## config.mk

```make
export PLATFORM = sky130hd
export DESIGN_NAME = shell_word_splitter_core
export DESIGN_NICKNAME = d
export VERILOG_FILES = /design/src/hw/rtl/sws_pkg.sv /design/src/hw/rtl/sws_front.sv /design/src/hw/rtl/sws_queue.sv /design/src/hw/rtl/sws_back.sv /design/src/hw/rtl/shell_word_splitter_core.sv
export SDC_FILE = /design/constraint.sdc
export NUM_CORES = 1
export LEC_CHECK = 0
export BUFFER_PORTS_ARGS = -buffer_cell sky130_fd_sc_hd__buf_2
export CORE_MARGIN = 2
export CORE_UTILIZATION = 55
export CTS_CLUSTER_DIAMETER = 100
export CTS_CLUSTER_SIZE = 24
export DETAILED_ROUTE_END_ITERATION = 16
export GPL_TIMING_DRIVEN = 0
export PLACE_DENSITY_LB_ADDON = 0.1
export SLEW_MARGIN = 20
export SYNTH_ARGS = -nofsm -noshare
export SYNTH_HDL_FRONTEND = slang
export SYNTH_HIERARCHICAL = 1
export SYNTH_SLANG_ARGS = --single-unit
```

## constraint.sdc

```tcl
create_clock -name clk_i -period 3.5 [get_ports clk_i]
set_clock_uncertainty 0.1 [all_clocks]
set_input_delay 0.175 -clock clk_i [delete_from_list [all_inputs] [get_ports clk_i]]
set_output_delay 0.175 -clock clk_i [all_outputs]
set_load 0.03 [all_outputs]
```

## src/hw/rtl/sws_pkg.sv

```systemverilog
// ----------------------------------------------------------------------------
// sws_pkg
// Types and constants shared by the shell word splitter modules.
// ----------------------------------------------------------------------------
package sws_pkg;

  localparam int unsigned CharW  = 8;
  localparam int unsigned WcntW  = 7;
  localparam int unsigned Slots  = 3;
  localparam int unsigned SlotW  = 2;

  localparam logic [CharW-1:0] ChSpace  = 8'h20;
  localparam logic [CharW-1:0] ChTab    = 8'h09;
  localparam logic [CharW-1:0] ChNl     = 8'h0a;
  localparam logic [CharW-1:0] ChDollar = 8'h24;
  localparam logic [CharW-1:0] ChBtick  = 8'h60;
  localparam logic [CharW-1:0] ChBslash = 8'h5c;
  localparam logic [CharW-1:0] ChSq     = 8'h27;
  localparam logic [CharW-1:0] ChDq     = 8'h22;

  typedef enum logic [1:0] {
    KIND_CHAR     = 2'd0,
    KIND_WORD_END = 2'd1,
    KIND_LINE_END = 2'd2
  } kind_e;

  typedef struct packed {
    kind_e            kind;
    logic [CharW-1:0] ch;
  } res_t;

  // all results caused by one input word, oldest in slot 0
  typedef struct packed {
    logic [SlotW-1:0] cnt;
    res_t [Slots-1:0] res;
  } bundle_t;

  typedef struct packed {
    logic             in_word;
    logic             sq;
    logic             dq;
    logic             esc;
    logic             dq_esc;
    logic [WcntW-1:0] wcnt;
    logic             capped;
  } split_st_t;

endpackage

```

## src/hw/rtl/sws_front.sv

```systemverilog
// ----------------------------------------------------------------------------
// sws_front
// Classifies each input word, updates the quoting state and builds the
// bundle of results it causes.
// ----------------------------------------------------------------------------
module sws_front #(
  parameter int unsigned MAX_WORDS = 99
) (
  input  logic                     clk_i,
  input  logic                     rst_ni,
  input  logic                     accept_i,
  input  logic [sws_pkg::CharW-1:0] ch_i,
  input  logic                     line_end_i,
  output logic                     wr_en_o,
  output sws_pkg::bundle_t         bundle_o
);
  import sws_pkg::*;

  split_st_t        st_q, st_d;
  bundle_t          bnd;
  logic [SlotW-1:0] k;
  logic [WcntW-1:0] wcnt_inc;

  function automatic res_t mk_res(kind_e kind, logic [CharW-1:0] ch);
    res_t r;
    r.kind = kind;
    r.ch   = ch;
    return r;
  endfunction

  assign wcnt_inc = st_q.wcnt + WcntW'(1);

  always_comb begin
    st_d = st_q;
    bnd  = '0;
    k    = '0;
    if (line_end_i) begin
      if (st_q.dq_esc && !st_q.capped) begin
        bnd.res[k] = mk_res(KIND_CHAR, ChBslash);
        k = k + SlotW'(1);
      end
      if (st_q.in_word && !st_q.capped) begin
        bnd.res[k] = mk_res(KIND_WORD_END, '0);
        k = k + SlotW'(1);
      end
      bnd.res[k] = mk_res(KIND_LINE_END, '0);
      k = k + SlotW'(1);
      st_d = '0;
    end else if (st_q.capped) begin
      k = '0;
    end else if (st_q.esc) begin
      st_d.esc   = 1'b0;
      bnd.res[0] = mk_res(KIND_CHAR, ch_i);
      k = SlotW'(1);
    end else if (st_q.dq_esc) begin
      st_d.dq_esc = 1'b0;
      if (ch_i == ChDq || ch_i == ChBslash || ch_i == ChDollar || ch_i == ChBtick) begin
        bnd.res[0] = mk_res(KIND_CHAR, ch_i);
        k = SlotW'(1);
      end else if (ch_i != ChNl) begin
        // backslash stays literal before an ordinary character
        bnd.res[0] = mk_res(KIND_CHAR, ChBslash);
        bnd.res[1] = mk_res(KIND_CHAR, ch_i);
        k = SlotW'(2);
      end
    end else if (st_q.sq) begin
      if (ch_i == ChSq) begin
        st_d.sq = 1'b0;
      end else begin
        bnd.res[0] = mk_res(KIND_CHAR, ch_i);
        k = SlotW'(1);
      end
    end else if (st_q.dq) begin
      if (ch_i == ChDq) begin
        st_d.dq = 1'b0;
      end else if (ch_i == ChBslash) begin
        st_d.dq_esc = 1'b1;
      end else begin
        bnd.res[0] = mk_res(KIND_CHAR, ch_i);
        k = SlotW'(1);
      end
    end else if (ch_i == ChSpace || ch_i == ChTab) begin
      if (st_q.in_word) begin
        bnd.res[0]    = mk_res(KIND_WORD_END, '0);
        k             = SlotW'(1);
        st_d.in_word  = 1'b0;
        st_d.wcnt     = wcnt_inc;
        st_d.capped   = (wcnt_inc >= WcntW'(MAX_WORDS));
      end
    end else begin
      st_d.in_word = 1'b1;
      if (ch_i == ChBslash) begin
        st_d.esc = 1'b1;
      end else if (ch_i == ChSq) begin
        st_d.sq = 1'b1;
      end else if (ch_i == ChDq) begin
        st_d.dq = 1'b1;
      end else begin
        bnd.res[0] = mk_res(KIND_CHAR, ch_i);
        k = SlotW'(1);
      end
    end
    bnd.cnt = k;
  end

  always_ff @(posedge clk_i or negedge rst_ni) begin
    if (!rst_ni) begin
      st_q <= '0;
    end else if (accept_i) begin
      st_q <= st_d;
    end
  end

  assign wr_en_o  = accept_i && (bnd.cnt != '0);
  assign bundle_o = bnd;

endmodule

```

## src/hw/rtl/sws_queue.sv

```systemverilog
// ----------------------------------------------------------------------------
// sws_queue
// Short bundle queue between the classifier and the result serializer.
// ----------------------------------------------------------------------------
module sws_queue #(
  parameter int unsigned DEPTH = 4
) (
  input  logic             clk_i,
  input  logic             rst_ni,
  input  logic             wr_en_i,
  input  sws_pkg::bundle_t wr_data_i,
  output logic             full_o,
  input  logic             rd_en_i,
  output logic             valid_o,
  output sws_pkg::bundle_t rd_data_o
);
  import sws_pkg::*;

  localparam int unsigned PtrW = (DEPTH > 1) ? $clog2(DEPTH) : 1;
  localparam int unsigned CntW = $clog2(DEPTH + 1);

  bundle_t         mem_q [DEPTH];
  logic [PtrW-1:0] wr_ptr_q, wr_ptr_d, rd_ptr_q, rd_ptr_d;
  logic [CntW-1:0] cnt_q, cnt_d;
  logic            do_wr, do_rd;

  assign full_o    = (cnt_q == CntW'(DEPTH));
  assign valid_o   = (cnt_q != '0);
  assign rd_data_o = mem_q[rd_ptr_q];
  assign do_wr     = wr_en_i && !full_o;
  assign do_rd     = rd_en_i && valid_o;

  always_comb begin
    wr_ptr_d = wr_ptr_q;
    rd_ptr_d = rd_ptr_q;
    cnt_d    = cnt_q;
    if (do_wr) begin
      wr_ptr_d = (wr_ptr_q == PtrW'(DEPTH - 1)) ? '0 : wr_ptr_q + PtrW'(1);
    end
    if (do_rd) begin
      rd_ptr_d = (rd_ptr_q == PtrW'(DEPTH - 1)) ? '0 : rd_ptr_q + PtrW'(1);
    end
    if (do_wr && !do_rd) begin
      cnt_d = cnt_q + CntW'(1);
    end else if (do_rd && !do_wr) begin
      cnt_d = cnt_q - CntW'(1);
    end
  end

  always_ff @(posedge clk_i or negedge rst_ni) begin
    if (!rst_ni) begin
      wr_ptr_q <= '0;
      rd_ptr_q <= '0;
      cnt_q    <= '0;
    end else begin
      wr_ptr_q <= wr_ptr_d;
      rd_ptr_q <= rd_ptr_d;
      cnt_q    <= cnt_d;
    end
  end

  always_ff @(posedge clk_i) begin
    if (do_wr) begin
      mem_q[wr_ptr_q] <= wr_data_i;
    end
  end

endmodule

```

## src/hw/rtl/sws_back.sv

```systemverilog
// ----------------------------------------------------------------------------
// sws_back
// Walks the slots of the head bundle and loads one result per cycle into
// the output register while that register is empty or being popped.
// ----------------------------------------------------------------------------
module sws_back (
  input  logic                      clk_i,
  input  logic                      rst_ni,
  input  logic                      q_valid_i,
  input  sws_pkg::bundle_t          q_data_i,
  output logic                      q_pop_o,
  input  logic                      pop,
  output logic                      empty,
  output logic [1:0]                kind_o,
  output logic [sws_pkg::CharW-1:0] out_char_o,
  output logic                      last_o
);
  import sws_pkg::*;

  logic [SlotW-1:0] idx_q, idx_d;
  logic             ovld_q, ovld_d;
  res_t             ores_q, ores_d;
  logic             olast_q, olast_d;
  logic             load, slot_last;

  assign slot_last = (idx_q == (q_data_i.cnt - SlotW'(1)));
  // output register frees up when empty or being popped this cycle
  assign load      = q_valid_i && (!ovld_q || pop);
  assign q_pop_o   = load && slot_last;

  always_comb begin
    idx_d   = idx_q;
    ovld_d  = ovld_q;
    ores_d  = ores_q;
    olast_d = olast_q;
    if (pop && ovld_q) begin
      ovld_d = 1'b0;
    end
    if (load) begin
      ovld_d  = 1'b1;
      ores_d  = q_data_i.res[idx_q];
      olast_d = slot_last;
      idx_d   = slot_last ? '0 : idx_q + SlotW'(1);
    end
  end

  always_ff @(posedge clk_i or negedge rst_ni) begin
    if (!rst_ni) begin
      idx_q  <= '0;
      ovld_q <= 1'b0;
    end else begin
      idx_q  <= idx_d;
      ovld_q <= ovld_d;
    end
  end

  always_ff @(posedge clk_i) begin
    ores_q  <= ores_d;
    olast_q <= olast_d;
  end

  assign empty      = !ovld_q;
  assign kind_o     = ores_q.kind;
  assign out_char_o = ores_q.ch;
  assign last_o     = olast_q;

endmodule

```

## src/hw/rtl/shell_word_splitter_core.sv

```systemverilog
// ----------------------------------------------------------------------------
// shell_word_splitter_core
// Splits a command line into words with shell-style quote removal.
// ----------------------------------------------------------------------------
// Input side is a queue write port: drive ch_i / line_end_i with push; the
// word is taken on a clock edge with push high and full low. One character
// is taken every cycle while the bundle queue has room.
// Result side is a queue read port: while empty is low, kind_o / out_char_o
// / last_o show the oldest result; it is taken on an edge with pop high.
// Each input word yields zero to three results; last_o marks the final one.
// A result is written into the bundle queue at its input edge and then
// loaded into the output register once that register is free. Results
// leave at one per cycle while pop is high, so a character that expands to
// two or three results needs one pop per result; the DEPTH-entry bundle
// queue absorbs such bursts and stalls of pop; full rises only when filled.
// Reset clears the quoting state, word counter, queue and output valid flag;
// nothing is pending afterwards. A line end returns all splitting state
// to its reset value.
// ----------------------------------------------------------------------------
module shell_word_splitter_core #(
  parameter int unsigned MAX_WORDS = 99,
  parameter int unsigned DEPTH     = 4
) (
  input  logic                      clk_i,
  input  logic                      rst_ni,
  input  logic                      push,
  output logic                      full,
  input  logic [sws_pkg::CharW-1:0] ch_i,
  input  logic                      line_end_i,
  output logic                      empty,
  input  logic                      pop,
  output logic [1:0]                kind_o,
  output logic [sws_pkg::CharW-1:0] out_char_o,
  output logic                      last_o
);
  import sws_pkg::*;

  logic    accept, wr_en, q_valid, q_pop;
  bundle_t wr_bundle, q_head;

  assign accept = push && !full;

  sws_front #(
    .MAX_WORDS (MAX_WORDS)
  ) u_front (
    .clk_i      (clk_i),
    .rst_ni     (rst_ni),
    .accept_i   (accept),
    .ch_i       (ch_i),
    .line_end_i (line_end_i),
    .wr_en_o    (wr_en),
    .bundle_o   (wr_bundle)
  );

  sws_queue #(
    .DEPTH (DEPTH)
  ) u_queue (
    .clk_i     (clk_i),
    .rst_ni    (rst_ni),
    .wr_en_i   (wr_en),
    .wr_data_i (wr_bundle),
    .full_o    (full),
    .rd_en_i   (q_pop),
    .valid_o   (q_valid),
    .rd_data_o (q_head)
  );

  sws_back u_back (
    .clk_i      (clk_i),
    .rst_ni     (rst_ni),
    .q_valid_i  (q_valid),
    .q_data_i   (q_head),
    .q_pop_o    (q_pop),
    .pop        (pop),
    .empty      (empty),
    .kind_o     (kind_o),
    .out_char_o (out_char_o),
    .last_o     (last_o)
  );

endmodule

```

==> run_results.csv <==
group,metric,value,unit
clock_tree,cts-root-buf,"clkbuf_16",
detailed_routing,first_pass_iters,5,
global_routing,grt_start_max_net_pins,24,
timing,fin_crit_sh,0.933,
finish,drive_above_1_share,0.280,
timing,setup_viol,0,
critical_path,critPathMaxFanout,10,
global_routing,gr-total-overflow,0,
placed_design,dp_hpwl,9910,um
pwr,p_per_area,790,nW/um^2
timing,finalHoldViolations,0,
die,dieHeight,121,um
detailed_routing,viasPerCell,5.92,
logic_synthesis,synth_edf_count,139,
detailed_routing,drtIter0Drc,416,
finish,area_growth,15.3,%
die,core_area,13300,sq um
clock_tree,clkTransAtPathRegs,70,ps
pwr,power.leakage,3.20,nW
clock_tree,htreeDepth,4,
critical_path,startpoint_type,"flop",
die,fp.dieW,121,um
logic_synthesis,synthArstFlopShare,0.142,
placed_design,portBuffers,24,
detailed_routing,drc_errors,0,
detailed_routing,vias,4356,
critical_path,arrival,3510,ps
logic_synthesis,ys_ff_latch,162,
finish,diodes,0,
logic_synthesis,synth_cells,485,
placed_design,routabilityCongestion,0.894,
critical_path,slowest_stage,"dfrtp_1",
finish,layout_commonest_cell,"edfxtp_1",
critical_path,crit_chain,"clkbuf_1 -> nor2_1 -> o2111a_2 -> a22o_1 -> o2bb2ai_2 -> nor2b_4 -> ha_2 -> inv_1 -> fa_1 -> xor2_1 -> nor2_1 -> xor2_1",
critical_path,slowest_delay,370,ps
timing,period_needed,3260,ps
worst_hold_path,hold_class,"in2reg",
die,design.die.area,14700,sq um
logic_synthesis,netlist_area,7550,sq um
finish,layout.nets,572,
detailed_routing,wire_per_inst,19.8,um
global_routing,antenna_found_initial,0,
timing,slew-limit-headroom,0.523,
timing,maxSlewViolCount,0,
status,status,"finished, final reports clean",
logic_synthesis,ys_seq_area_frac,0.629,
pwr,finalPower,6.88,mW
finish,fin_util,0.652,
global_routing,grt_pass1_wl,23200,um
pwr,ir_drop,389,uV
timing,fmax,0.306,GHz
timing,grt_setup_unrepaired,"false",
critical_path,cp_num_buf_inv,2,
critical_path,critical_path_class,"reg2reg",
finish,final_cell_mix,"139 x edfxtp_1, 28 x buf_2, 28 x mux4_2, 26 x nand2_1",
timing,setup_tns,0,ps
die,start_util,0.566,
detailed_routing,routed_wl,14600,um
timing,tightest_slew,713,ps
clock_tree,cts_buffers,17,
logic_synthesis,yosys_most_used_dff,"edfxtp_1",
detailed_routing,antenna_left,0,
clock_tree,clock-sinks,162,
logic_synthesis,ys_types,74,
die,pin_count,26,
global_routing,grt_pass1_vias,4336,
global_routing,track_usage,0.215,
critical_path,crit_family,"compound AO/OA/AOI/OAI gates",
clock_tree,clock_latency,430,ps
logic_synthesis,avgSynthCellArea,15.6,sq um
critical_path,critPathRequiredTime,3750,ps
clock_tree,clk_path_buf_depth,2,
clock_tree,cts_tree,"yes",
logic_synthesis,ys_warn_count,6,
job,cap_violations,0,
critical_path,end_kind,"flop",
die,rows,42,
==> what timing repair did <==
item	in CTS	in global routing
pin swaps	1	2
setup endpoints to repair	52	21
resized for setup	3	9
setup buffers	1	5
hold endpoints to repair	24	0
hold buffers	2	0
==> metal layers <==
layer	routed length (um)	global-route usage	vias to the layer above
met3	736	0.0489	17
met1	6490	0.298	2179
met5	0	0	-
met4	147	0.0718	0
met2	7190	0.341	144
li1	-	-	2016
==> per-stage QoR <==
stage / cell area (sq um) / std cells / hold slack [ps] / setup slack, ps
after floorplan: 7580 / 493 / -221 / 266
after global placement: 7920 / 693 / 84.7 / -726
after detailed placement: 8030 / 697 / 94.3 / -147
after CTS: 8660 / 732 / 77.7 / 44.5
after global routing: 8700 / 736 / 128 / 3.13
final: 8700 / 736 / 109 / 236
==> sequential cells by signal, summed over array words and instances, names as in the netlist <==
register,count
u_queue/mem_q,128
u_front/st_q,13
u_back/out_char_o,8
u_queue/cnt_q,3
u_back/idx_q,2
u_back/kind_o,2
u_queue/rd_ptr_q,2
u_queue/wr_ptr_q,2
u_back/last_o,1
u_back/ovld_q,1
==> area by class of cell <==
class                      count  area, sq um
clock inverter                15          159
clock buffer                  17          425
tap                          176          220
fill                         990         4640
buffer                        30          241
inverter                      18         67.6
multi-input combinational    282         2550
timing repair buffer          36          288
sequential                   162         4750
==> synth_stat cells (all sizes together), types with 2 or more instances <==
cell type  instances  share of area
dfrtp             23          0.076
o41ai              2         0.0023
a2bb2oi            2         0.0023
o211a              2         0.0027
nor3b              3         0.0060
ha                11          0.018
a221oi             2         0.0031
o211ai             2         0.0027
edfxtp           139           0.55
and2              14          0.012
nand4b             2         0.0023
nor4               3         0.0025
a2111oi            5         0.0093
a211oi             2         0.0020
nand4              5         0.0041
nor2              22          0.011
inv               18         0.0090
o2bb2ai            6         0.0070
or2                2         0.0017
xnor2              5         0.0068
nand2b             7         0.0058
o31ai              4         0.0046
nand2             28          0.015
mux2i             12          0.016
a21o               3         0.0030
o221ai             3         0.0035
clkbuf             8         0.0040
buf               23          0.028
and3               4         0.0033
o21ai             25          0.017
nor3               7         0.0053
nand3             12         0.0080
nor2b              8         0.0080
mux4              32          0.097
a22o               3         0.0035
mux2               6         0.0099
a31oi              5         0.0041
xor2               4         0.0046
nor4b              2         0.0031
a21oi              5         0.0038
==> logic make-up after synthesis <==
logic type / count (synthesis) / synth area share
compound gates: 76 / 0.0772
fa+ha+maj: 12 / 0.0209
mux: 50 / 0.123
other cells: 1 / 0.000497
xor+xnor: 9 / 0.0114
flops: 162 / 0.629
buf+inv: 49 / 0.0406
simple gates: 126 / 0.0968
==> report_power, final <==
part	switching (mW)	internal (mW)	total, mW
registers	0.158	2.65	2.80
logic	1.22	1.04	2.25
clock network	0.805	1.01	1.82
==> path summary, 6_finish.rpt <==
kind / from / end / slack, ps / cells past startpoint
hold reg to reg: u_queue/cnt_q[2]$_DFFE_PN0P_ / u_queue/cnt_q[2]$_DFFE_PN0P_ / 400 / 1
setup reg to reg: u_front/st_q[9]$_DFFE_PN0P_ / u_queue/cnt_q[2]$_DFFE_PN0P_ / 240 / 12
setup / recovery: u_front/st_q[9]$_DFFE_PN0P_ / u_queue/cnt_q[2]$_DFFE_PN0P_ / 240 / 12
max in group asynchronous: rst_ni / u_queue/rd_ptr_q[0]$_DFFE_PN0P_ / 2770 / 2
min in group asynchronous: rst_ni / u_front/st_q[12]$_DFFE_PN0P_ / 170 / 2
hold / removal: ch_i[6] / u_queue/mem_q[2][6]$_DFFE_PP_ / 110 / 2
No activity file was read; power rests on OpenSTA's default activity.
